===== config.mk =====
export PLATFORM = sky130hd
export DESIGN_NAME = sigma_band_run_detector_unit
export DESIGN_NICKNAME = d
export VERILOG_FILES = /design/src/rtl/sbrd_pkg.sv /design/src/rtl/sbrd_front.sv /design/src/rtl/sbrd_queue.sv /design/src/rtl/sbrd_back.sv /design/src/rtl/sigma_band_run_detector_unit.sv
export SDC_FILE = /design/constraint.sdc
export NUM_CORES = 2
export LEC_CHECK = 0
export ABC_AREA = 1
export BUFFER_PORTS_ARGS = -buffer_cell sky130_fd_sc_hd__buf_2
export CAP_MARGIN = 15
export CORE_UTILIZATION = 55
export DETAILED_ROUTE_END_ITERATION = 10
export HOLD_SLACK_MARGIN = 0.15
export PLACE_DENSITY = 0.73
export SETUP_SLACK_MARGIN = 0.5
export SLEW_MARGIN = 20
export SYNTH_ARGS = -nofsm -noshare
export SYNTH_HDL_FRONTEND = slang
export SYNTH_HIERARCHICAL = 1
export SYNTH_SLANG_ARGS = --single-unit

===== constraint.sdc =====
create_clock -name clock -period 19.35 [get_ports clock]
set_input_delay 0.9675 -clock clock [delete_from_list [all_inputs] [get_ports clock]]
set_output_delay 0.9675 -clock clock [all_outputs]
set_load 0.1 [all_outputs]

===== src/rtl/sbrd_pkg.sv =====
`timescale 1ns / 1ps
// ----------------------------------------------------------------------------
// Sigma band run detector package
// Shared types, register indexes, band codes and reset values for the
// front classifier, the decoupling queue and the run tracking back end.
// ----------------------------------------------------------------------------
package sbrd_pkg;

   // Configuration register indexes.
   localparam logic [2:0] RegMeanLevel = 3'd0;
   localparam logic [2:0] RegBandSigma = 3'd1;
   localparam logic [2:0] RegBand1Limit = 3'd2;
   localparam logic [2:0] RegBand2Limit = 3'd3;
   localparam logic [2:0] RegBand3Limit = 3'd4;

   // Band codes as they appear in the result.
   localparam logic [1:0] BandOne = 2'd0;
   localparam logic [1:0] BandTwo = 2'd1;
   localparam logic [1:0] BandThree = 2'd2;
   localparam logic [1:0] BandOutlier = 2'd3;

   // Reset values of the run limits.
   localparam logic [15:0] Band1LimitReset = 16'd50;
   localparam logic [15:0] Band2LimitReset = 16'd15;
   localparam logic [15:0] Band3LimitReset = 16'd6;

   // Depth of the queues between the front, the back and the result side.
   localparam int QueueDepth = 2;
   localparam int QueuePtrW = $clog2(QueueDepth);
   localparam int QueueCntW = $clog2(QueueDepth + 1);

   typedef struct packed {
      logic signed [31:0] mean_level;
      logic [30:0]        band_sigma;
      logic [15:0]        band1_run_limit;
      logic [15:0]        band2_run_limit;
      logic [15:0]        band3_run_limit;
   } cfg_type;

   // A classified request travelling from the front to the back.
   typedef struct packed {
      logic [31:0]        sample_time;
      logic signed [31:0] sample_value;
      logic               keep_band;
      logic [1:0]         band;
   } entry_type;

   typedef struct packed {
      logic empty;
      logic full;
   } qstat_type;

   typedef struct packed {
      logic [31:0]        run_start;
      logic [31:0]        run_end;
      logic [1:0]         run_kind;
      logic [31:0]        run_readings;
      logic signed [47:0] run_total;
   } result_type;

endpackage


===== src/rtl/sbrd_front.sv =====
`timescale 1ns / 1ps
// ----------------------------------------------------------------------------
// Sigma band run detector front end
// Accepts requests and places each sample in a band around the mean, or
// flags it as lying on the outer bound so that the back end keeps its band.
// ----------------------------------------------------------------------------
module sbrd_front (
   input  sbrd_pkg::cfg_type   cfg,
   input  logic                push,
   input  logic [31:0]         req_sample_time,
   input  logic signed [31:0]  req_sample_value,
   input  sbrd_pkg::qstat_type q_stat,
   output logic                q_push,
   output sbrd_pkg::entry_type q_entry
);
   import sbrd_pkg::*;

   logic signed [34:0] mean_x;
   logic signed [34:0] value_x;
   logic signed [34:0] dist1;
   logic signed [34:0] dist2;
   logic signed [34:0] dist3;
   logic               in1;
   logic               in2;
   logic               in3;
   logic               beyond3;

   // Band half-widths of one, two and three sigma, wide enough not to wrap.
   assign dist1 = signed'({4'd0, cfg.band_sigma});
   assign dist2 = dist1 <<< 1;
   assign dist3 = dist1 + dist2;
   assign mean_x = 35'(cfg.mean_level);
   assign value_x = 35'(req_sample_value);

   // Strict comparisons against each pair of bounds.
   assign in1 = (mean_x - dist1 < value_x) && (value_x < mean_x + dist1);
   assign in2 = (mean_x - dist2 < value_x) && (value_x < mean_x + dist2);
   assign in3 = (mean_x - dist3 < value_x) && (value_x < mean_x + dist3);
   assign beyond3 = (value_x < mean_x - dist3) || (value_x > mean_x + dist3);

   // Classify and hand the request to the queue.
   always_comb begin
      q_entry.sample_time = req_sample_time;
      q_entry.sample_value = req_sample_value;
      q_entry.keep_band = 1'b0;
      if (in1) begin
         q_entry.band = BandOne;
      end else if (in2) begin
         q_entry.band = BandTwo;
      end else if (in3) begin
         q_entry.band = BandThree;
      end else if (beyond3) begin
         q_entry.band = BandOutlier;
      end else begin
         q_entry.band = BandOne;
         q_entry.keep_band = 1'b1;
      end
   end

   assign q_push = push & ~q_stat.full;

endmodule


===== src/rtl/sbrd_queue.sv =====
`timescale 1ns / 1ps
// ----------------------------------------------------------------------------
// Sigma band run detector request queue
// A short first-in first-out queue of classified requests that lets the
// front end and the back end stall independently.
// ----------------------------------------------------------------------------
module sbrd_queue (
   input  logic                clock,
   input  logic                reset,
   input  logic                push_en,
   input  sbrd_pkg::entry_type push_data,
   input  logic                pop_en,
   output sbrd_pkg::entry_type head,
   output sbrd_pkg::qstat_type stat
);
   import sbrd_pkg::*;

   entry_type              slot_ff [QueueDepth];
   logic [QueuePtrW-1:0]   wr_ptr_ff;
   logic [QueuePtrW-1:0]   wr_ptr_in;
   logic [QueuePtrW-1:0]   rd_ptr_ff;
   logic [QueuePtrW-1:0]   rd_ptr_in;
   logic [QueueCntW-1:0]   count_ff;
   logic [QueueCntW-1:0]   count_in;
   logic                   do_push;
   logic                   do_pop;

   assign stat.empty = (count_ff == '0);
   assign stat.full = (count_ff == QueueCntW'(QueueDepth));
   assign do_push = push_en & ~stat.full;
   assign do_pop = pop_en & ~stat.empty;
   assign head = slot_ff[rd_ptr_ff];

   // Pointer and fill count updates, wrapping at the queue depth.
   always_comb begin
      wr_ptr_in = wr_ptr_ff;
      rd_ptr_in = rd_ptr_ff;
      count_in = count_ff;
      if (do_push) begin
         wr_ptr_in = (wr_ptr_ff == QueuePtrW'(QueueDepth - 1)) ? '0 : wr_ptr_ff + 1'b1;
      end
      if (do_pop) begin
         rd_ptr_in = (rd_ptr_ff == QueuePtrW'(QueueDepth - 1)) ? '0 : rd_ptr_ff + 1'b1;
      end
      if (do_push && !do_pop) begin
         count_in = count_ff + 1'b1;
      end else if (do_pop && !do_push) begin
         count_in = count_ff - 1'b1;
      end
   end

   always_ff @(posedge clock) begin
      if (reset) begin
         wr_ptr_ff <= '0;
         rd_ptr_ff <= '0;
         count_ff <= '0;
      end else begin
         wr_ptr_ff <= wr_ptr_in;
         rd_ptr_ff <= rd_ptr_in;
         count_ff <= count_in;
      end
   end

   // Storage needs no reset.
   always_ff @(posedge clock) begin
      if (do_push) begin
         slot_ff[wr_ptr_ff] <= push_data;
      end
   end

endmodule


===== src/rtl/sbrd_back.sv =====
`timescale 1ns / 1ps
// ----------------------------------------------------------------------------
// Sigma band run detector back end
// Tracks the current band, the run count and sum and the open run, and
// queues a record each time an open run closes.
// ----------------------------------------------------------------------------
module sbrd_back (
   input  logic                 clock,
   input  logic                 reset,
   input  sbrd_pkg::cfg_type    cfg,
   input  sbrd_pkg::entry_type  q_head,
   input  sbrd_pkg::qstat_type  q_stat,
   output logic                 q_pop,
   input  logic                 pop,
   output logic                 empty,
   output sbrd_pkg::result_type rsp
);
   import sbrd_pkg::*;

   localparam logic signed [47:0] AccMax = {1'b0, {47{1'b1}}};
   localparam logic signed [47:0] AccMin = {1'b1, {47{1'b0}}};

   // Run state.
   logic [1:0]          band_ff;
   logic [1:0]          band_in;
   logic [31:0]         count_ff;
   logic [31:0]         count_in;
   logic signed [47:0]  accum_ff;
   logic signed [47:0]  accum_in;
   logic [31:0]         start_ff;
   logic [31:0]         start_in;

   // Result queue.
   result_type            rslot_ff [QueueDepth];
   logic [QueuePtrW-1:0]  rwr_ptr_ff;
   logic [QueuePtrW-1:0]  rwr_ptr_in;
   logic [QueuePtrW-1:0]  rrd_ptr_ff;
   logic [QueuePtrW-1:0]  rrd_ptr_in;
   logic [QueueCntW-1:0]  rcount_ff;
   logic [QueueCntW-1:0]  rcount_in;

   logic                rsp_pop;
   logic                rsp_room;
   logic                step;
   logic                emit;
   logic                changed;
   logic [31:0]         base_count;
   logic signed [47:0]  base_accum;
   logic signed [48:0]  sum;
   logic [15:0]         limit;
   logic                opening;
   result_type          record;

   assign empty = (rcount_ff == '0);
   assign rsp_pop = pop & ~empty;
   assign rsp = rslot_ff[rrd_ptr_ff];
   assign rsp_room = (rcount_ff != QueueCntW'(QueueDepth)) | rsp_pop;
   assign step = ~q_stat.empty & rsp_room;
   assign q_pop = step;

   // Band of this request: a boundary sample keeps the previous band.
   assign band_in = q_head.keep_band ? band_ff : q_head.band;
   assign changed = (band_in != band_ff);
   assign base_count = changed ? '0 : count_ff;
   assign base_accum = changed ? '0 : accum_ff;
   assign count_in = (base_count == '1) ? base_count : base_count + 1'b1;
   assign sum = 49'(base_accum) + 49'(q_head.sample_value);

   // Saturate the run sum to the signed 48-bit range.
   always_comb begin
      if (sum[48] != sum[47]) begin
         accum_in = sum[48] ? AccMin : AccMax;
      end else begin
         accum_in = sum[47:0];
      end
   end

   // Decide whether the run is open after this request.
   always_comb begin
      case (band_in)
         BandOne:   limit = cfg.band1_run_limit;
         BandTwo:   limit = cfg.band2_run_limit;
         BandThree: limit = cfg.band3_run_limit;
         default:   limit = '0;
      endcase
      opening = (band_in == BandOutlier) || (count_in > 32'(limit));
   end

   // Open run stamping and closing.
   always_comb begin
      start_in = start_ff;
      emit = 1'b0;
      if (opening) begin
         if (start_ff == '0) begin
            start_in = q_head.sample_time;
         end
      end else if (start_ff != '0) begin
         start_in = '0;
         emit = 1'b1;
      end
   end

   assign record.run_start = start_ff;
   assign record.run_end = q_head.sample_time;
   assign record.run_kind = band_ff;
   assign record.run_readings = count_ff;
   assign record.run_total = accum_ff;

   always_ff @(posedge clock) begin
      if (reset) begin
         band_ff <= BandOne;
         count_ff <= '0;
         accum_ff <= '0;
         start_ff <= '0;
      end else if (step) begin
         band_ff <= band_in;
         count_ff <= count_in;
         accum_ff <= accum_in;
         start_ff <= start_in;
      end
   end

   // Result queue pointers and fill count.
   always_comb begin
      rwr_ptr_in = rwr_ptr_ff;
      rrd_ptr_in = rrd_ptr_ff;
      rcount_in = rcount_ff;
      if (step && emit) begin
         rwr_ptr_in = (rwr_ptr_ff == QueuePtrW'(QueueDepth - 1)) ? '0 : rwr_ptr_ff + 1'b1;
      end
      if (rsp_pop) begin
         rrd_ptr_in = (rrd_ptr_ff == QueuePtrW'(QueueDepth - 1)) ? '0 : rrd_ptr_ff + 1'b1;
      end
      if ((step && emit) && !rsp_pop) begin
         rcount_in = rcount_ff + 1'b1;
      end else if (rsp_pop && !(step && emit)) begin
         rcount_in = rcount_ff - 1'b1;
      end
   end

   always_ff @(posedge clock) begin
      if (reset) begin
         rwr_ptr_ff <= '0;
         rrd_ptr_ff <= '0;
         rcount_ff <= '0;
      end else begin
         rwr_ptr_ff <= rwr_ptr_in;
         rrd_ptr_ff <= rrd_ptr_in;
         rcount_ff <= rcount_in;
      end
   end

   always_ff @(posedge clock) begin
      if (step && emit) begin
         rslot_ff[rwr_ptr_ff] <= record;
      end
   end

endmodule


===== src/rtl/sigma_band_run_detector_unit.sv =====
`timescale 1ns / 1ps
// ----------------------------------------------------------------------------
// Sigma band run detector
// Classifies timestamped samples into sigma bands around a mean and reports
// each anomalous run of readings when it closes.
// ----------------------------------------------------------------------------
//  Channel   Handshake             Payload
//  request   push / full           req_sample_time, req_sample_value
//  result    empty / pop           rsp_run_start, rsp_run_end, rsp_run_kind,
//                                  rsp_run_readings, rsp_run_total
//  config    csr_write_en          csr_index, csr_data
//
// One request is taken every cycle while full is low; it is classified as it
// is accepted and waits in the request queue for the run tracker; its record,
// if any, waits in the result queue, whose head drives the result ports.
// The run tracker retires one request per cycle unless the result side stalls
// it; the two-entry queues only absorb stalls between front, back and results.
// Reset is synchronous; it empties the queues and closes any open run.
// A stalled result side fills the result queue and then the request queue,
// after which full is raised.
// ----------------------------------------------------------------------------
module sigma_band_run_detector_unit (
   input  logic               clock,
   input  logic               reset,
   input  logic               push,
   output logic               full,
   input  logic [31:0]        req_sample_time,
   input  logic signed [31:0] req_sample_value,
   output logic               empty,
   input  logic               pop,
   output logic [31:0]        rsp_run_start,
   output logic [31:0]        rsp_run_end,
   output logic [1:0]         rsp_run_kind,
   output logic [31:0]        rsp_run_readings,
   output logic signed [47:0] rsp_run_total,
   input  logic               csr_write_en,
   input  logic [2:0]         csr_index,
   input  logic [31:0]        csr_data
);
   import sbrd_pkg::*;

   cfg_type    cfg_ff;
   cfg_type    cfg_in;
   entry_type  q_entry;
   entry_type  q_head;
   qstat_type  q_stat;
   logic       q_push;
   logic       q_pop;
   result_type rsp;

   // Configuration register writes.
   always_comb begin
      cfg_in = cfg_ff;
      if (csr_write_en) begin
         case (csr_index)
            RegMeanLevel:  cfg_in.mean_level = signed'(csr_data);
            RegBandSigma:  cfg_in.band_sigma = csr_data[30:0];
            RegBand1Limit: cfg_in.band1_run_limit = csr_data[15:0];
            RegBand2Limit: cfg_in.band2_run_limit = csr_data[15:0];
            RegBand3Limit: cfg_in.band3_run_limit = csr_data[15:0];
            default:       cfg_in = cfg_ff;
         endcase
      end
   end

   always_ff @(posedge clock) begin
      if (reset) begin
         cfg_ff.mean_level <= '0;
         cfg_ff.band_sigma <= '0;
         cfg_ff.band1_run_limit <= Band1LimitReset;
         cfg_ff.band2_run_limit <= Band2LimitReset;
         cfg_ff.band3_run_limit <= Band3LimitReset;
      end else begin
         cfg_ff <= cfg_in;
      end
   end

   // Front end: accept and classify.
   sbrd_front u_front (
      .cfg              (cfg_ff),
      .push             (push),
      .req_sample_time  (req_sample_time),
      .req_sample_value (req_sample_value),
      .q_stat           (q_stat),
      .q_push           (q_push),
      .q_entry          (q_entry)
   );

   // Queue between front and back.
   sbrd_queue u_queue (
      .clock     (clock),
      .reset     (reset),
      .push_en   (q_push),
      .push_data (q_entry),
      .pop_en    (q_pop),
      .head      (q_head),
      .stat      (q_stat)
   );

   // Back end: run tracking and result queue.
   sbrd_back u_back (
      .clock  (clock),
      .reset  (reset),
      .cfg    (cfg_ff),
      .q_head (q_head),
      .q_stat (q_stat),
      .q_pop  (q_pop),
      .pop    (pop),
      .empty  (empty),
      .rsp    (rsp)
   );

   assign full = q_stat.full;
   assign rsp_run_start = rsp.run_start;
   assign rsp_run_end = rsp.run_end;
   assign rsp_run_kind = rsp.run_kind;
   assign rsp_run_readings = rsp.run_readings;
   assign rsp_run_total = rsp.run_total;

endmodule


==> results.md <==
* Status: completed
* DP Worst Slack at around 11 ns
* Final WS setup at around 11 ns
* Critical Path Fanout Max at between 60 and 70
* Netlist Area Pre-Place at around 50000 µm²
* Least-Margin Pin Slew at 1.094 ns
* Post-CTS Setup Repair Bufs at 0
* FF+latch count, synth at ~660
* Post-Route WL at 166600 µm
* Slowest stage delay, CP at 0.73 ns
* Worst-path clk slew at roughly 0.060 ns
* Total power at 7.122 mW
* Max-slew violation count at 0
* Io pins at 252
* Number of flops mapped to enable cells by yosys at 426
* Peak VDD IR at 0.1542 mV
* Critical Path Slowest Stage Cell: buf_4
* Netlist cell types at 66
* Slew headroom at 27.05%
* Nets at approximately 7100
* Critical path's most frequent cell: nand2_1
* H-tree Lvls at 3
* Number of fill cells at 8322
* First drt pass iteration count at 5
* First-pass GRT wire length at 250000 µm
* Placed instance area at approximately 52000 µm²
* Most common cell after layout, fill and taps aside: nand2_1
* Grt ovf at 0
* Post-route cell area at approximately 54000 µm²
* Setup TNS at 0 ns
* Share of cells above drive strength 1 at a little over an eighth
* Die height at about 300 µm
* CTS Buffer Depth at 3
* Minimum clock period at 7.861 ns
* Prevailing post-synth register cell: edfxtp_1
* Yosys warns at 6
* Most frequent cells in the layout: 1174 x nand2_1, 861 x nor2_1, 819 x inv_1
* Hold_buf cts at 0
* Sequential fraction of the synthesis area at a little over a third
* Cells after synthesis at between 6000 and 7000
* Hold Violations, Final at 0
* CTS Root Buffer Type: clkbuf_16
* Routed vias at 43935
* Period utilization at between 40 and 50%
* Area grow syn2layout at 7.943%
* Number of global-route vias before repair at a little over 40000
* Mapped Avg Cell Area at 7.912 µm²
* Fmax at approximately 130 MHz
* Initial drt markers at 4206
* Hold Crit Class: register to register
* Clock tree from TritonCTS: done
* Post-layout util at 60.23%
* Unrepaired setup endpoints after global routing: no
* Setup crit end kind: register
* Num CTS Buffers at slightly above 70
* Final HPWL DP at between 100000 and 150000 µm
* GP Congestion at 1.030
* Mapped Nets at between 6000 and 7000
* Max Cap Viol at 0
* Die Wd at 304.9 µm
* Clock latency on the worst-skew pair at ~0.65 ns
* Async SR Flop Fraction at 0%
* CP arrival at 8.09 ns
* Rows at 110
* Worst Setup Path Type: register to register
* Initial Util at a little under three fifths
* CP required at around 20 ns
* Setup crit start kind: register
* Drt drc at 0
* DRT antenna net count at 0
* Core footprint at about 90000 µm²
* Final setup skew at around 0.04 ns
* Antenna violations before repair at 2
* WL per Instance at 21.59 µm
* Die area at between 90000 and 100000 µm²
* Final setup fails at 0
* Pwr Density at 130.8 nW/µm²
* IO Port Bufs at 251
* Clock sinks at 661
* Largest net degree at the start of global routing at about 110
* Gr usage total at a little over a third
* Cts repair resizes at 0
* Via density at about 5.7
* Leakage power at around 25 nW
[layer usage]
layer | wire length, µm | global-route usage [%] | part of all wire [%] | up-vias
li1 | - | - | - | 21218
met1 | 71460 | 47.22 | 43 | 20688
met2 | 75070 | 56.16 | 45 | 1748
met3 | 12530 | 4.812 | 7.5 | 279
met4 | 7574 | 15.12 | 4.5 | 2
met5 | 16 | 0 | 0.0096 | -
[path summary, 6_finish.rpt]
| check | slack [ns] | startpoint | to | cells after the start |
|---|---|---|---|---|
| setup / recovery | 11.49 | register | u_back/rslot_ff[0][21]$_DFFE_PP_ | 33 |
| hold / removal | 0.46 | cfg_ff[17]$_SDFFE_PP1P_ | cfg_ff[17]$_SDFFE_PP1P_ | 2 |
| setup reg to reg | 11.49 | register | u_back/rslot_ff[0][21]$_DFFE_PP_ | 33 |
| hold reg to reg | 0.46 | cfg_ff[17]$_SDFFE_PP1P_ | cfg_ff[17]$_SDFFE_PP1P_ | 2 |
[synth_stat cells, drive strengths merged, types with 8 or more instances]
cell type | number | area (µm²)
nand2 | 1229 | 4763
nor2 | 902 | 3491
inv | 841 | 3157
a21oi | 516 | 2905
ha | 502 | 6281
edfxtp | 426 | 12790
nand3 | 349 | 1807
o21ai | 299 | 1583
dfxtp | 235 | 4705
mux2 | 213 | 2511
buf | 195 | 1345
xor2 | 188 | 1647
clkbuf | 64 | 241.5
nand4 | 61 | 381.6
nor3 | 54 | 290.3
xnor2 | 51 | 446.7
o21bai | 47 | 401.6
a21o | 35 | 277.8
a31oi | 30 | 193.9
a21boi | 22 | 183.9
nor4 | 20 | 131.4
a211oi | 15 | 122.6
a22o | 15 | 131.4
o21a | 11 | 82.58
nand3b | 10 | 75.07
o211ai | 10 | 103.9
or2 | 9 | 56.30
fa | 8 | 160.2
[critical path, delay by kind of cell, from the launching register on]
family / cells / cell delay [ns]
and+or+nand+nor: 19 / 2.93
buffers and inverters: 5 / 1.59
AOI/OAI and AO/OA: 5 / 1.00
adders and majority gates: 3 / 0.73
DFF: 1 / 0.64
muxes: 1 / 0.43
[final cells by class]
class | instances | area (µm²) | share of cell area (%)
multi-input cells | 4615 | 28280 | 51.93
flip-flops and latches | 661 | 17500 | 32.14
inverters | 842 | 3173 | 5.826
clock buffers | 99 | 2012 | 3.694
repair buffers | 292 | 1624 | 2.982
well taps | 1176 | 1471 | 2.702
clock inverters | 33 | 391.6 | 0.7191
diodes | 2 | 5.005 | 0.009190
[where the power goes]
group	total (mW)	switching (mW)	internal (mW)
combinational	3.71	2.71	1.00
clock	1.38	0.580	0.796
sequential	2.03	0.183	1.85
total	7.12	3.47	3.65
[kinds of logic (layout without fill, tap and decap cells)]
family	Yosys count	count (layout)	synth area share (%)
AND/OR/NAND/NOR	2642	2642	21.93
buffers and inverters	1101	1266	9.434
AO/OA/AOI/OAI	1011	1011	12.06
flip-flops	661	661	34.68
adder cells (fa/ha/maj)	510	510	12.77
XOR/XNOR	239	239	4.149
multiplexers	213	213	4.977
other	0	2	0
[registers in the layout, summed over array words and instances, names as in the netlist, named ones only]
signal	count
u_back/rrd_ptr_ff	1
u_queue/rd_ptr_ff	1
u_back/count_ff	32
u_back/start_ff	32
u_back/band_ff	2
u_queue/wr_ptr_ff	1
u_queue/slot_ff	134
u_back/accum_ff	48
u_back/rcount_ff	2
cfg_ff	111
u_queue/count_ff	2
u_back/rwr_ptr_ff	1
u_back/rslot_ff	292
[stage by stage]
step | hold slack, ns | std cells
after floorplan | 0.4256 | 6377
after global placement | 0.4223 | 7583
after detailed placement | 0.4432 | 7584
after CTS | 0.4518 | 7716
after global routing | 0.4731 | 7718
final | 0.4620 | 7720
No activity file was read; power rests on OpenSTA's default activity.
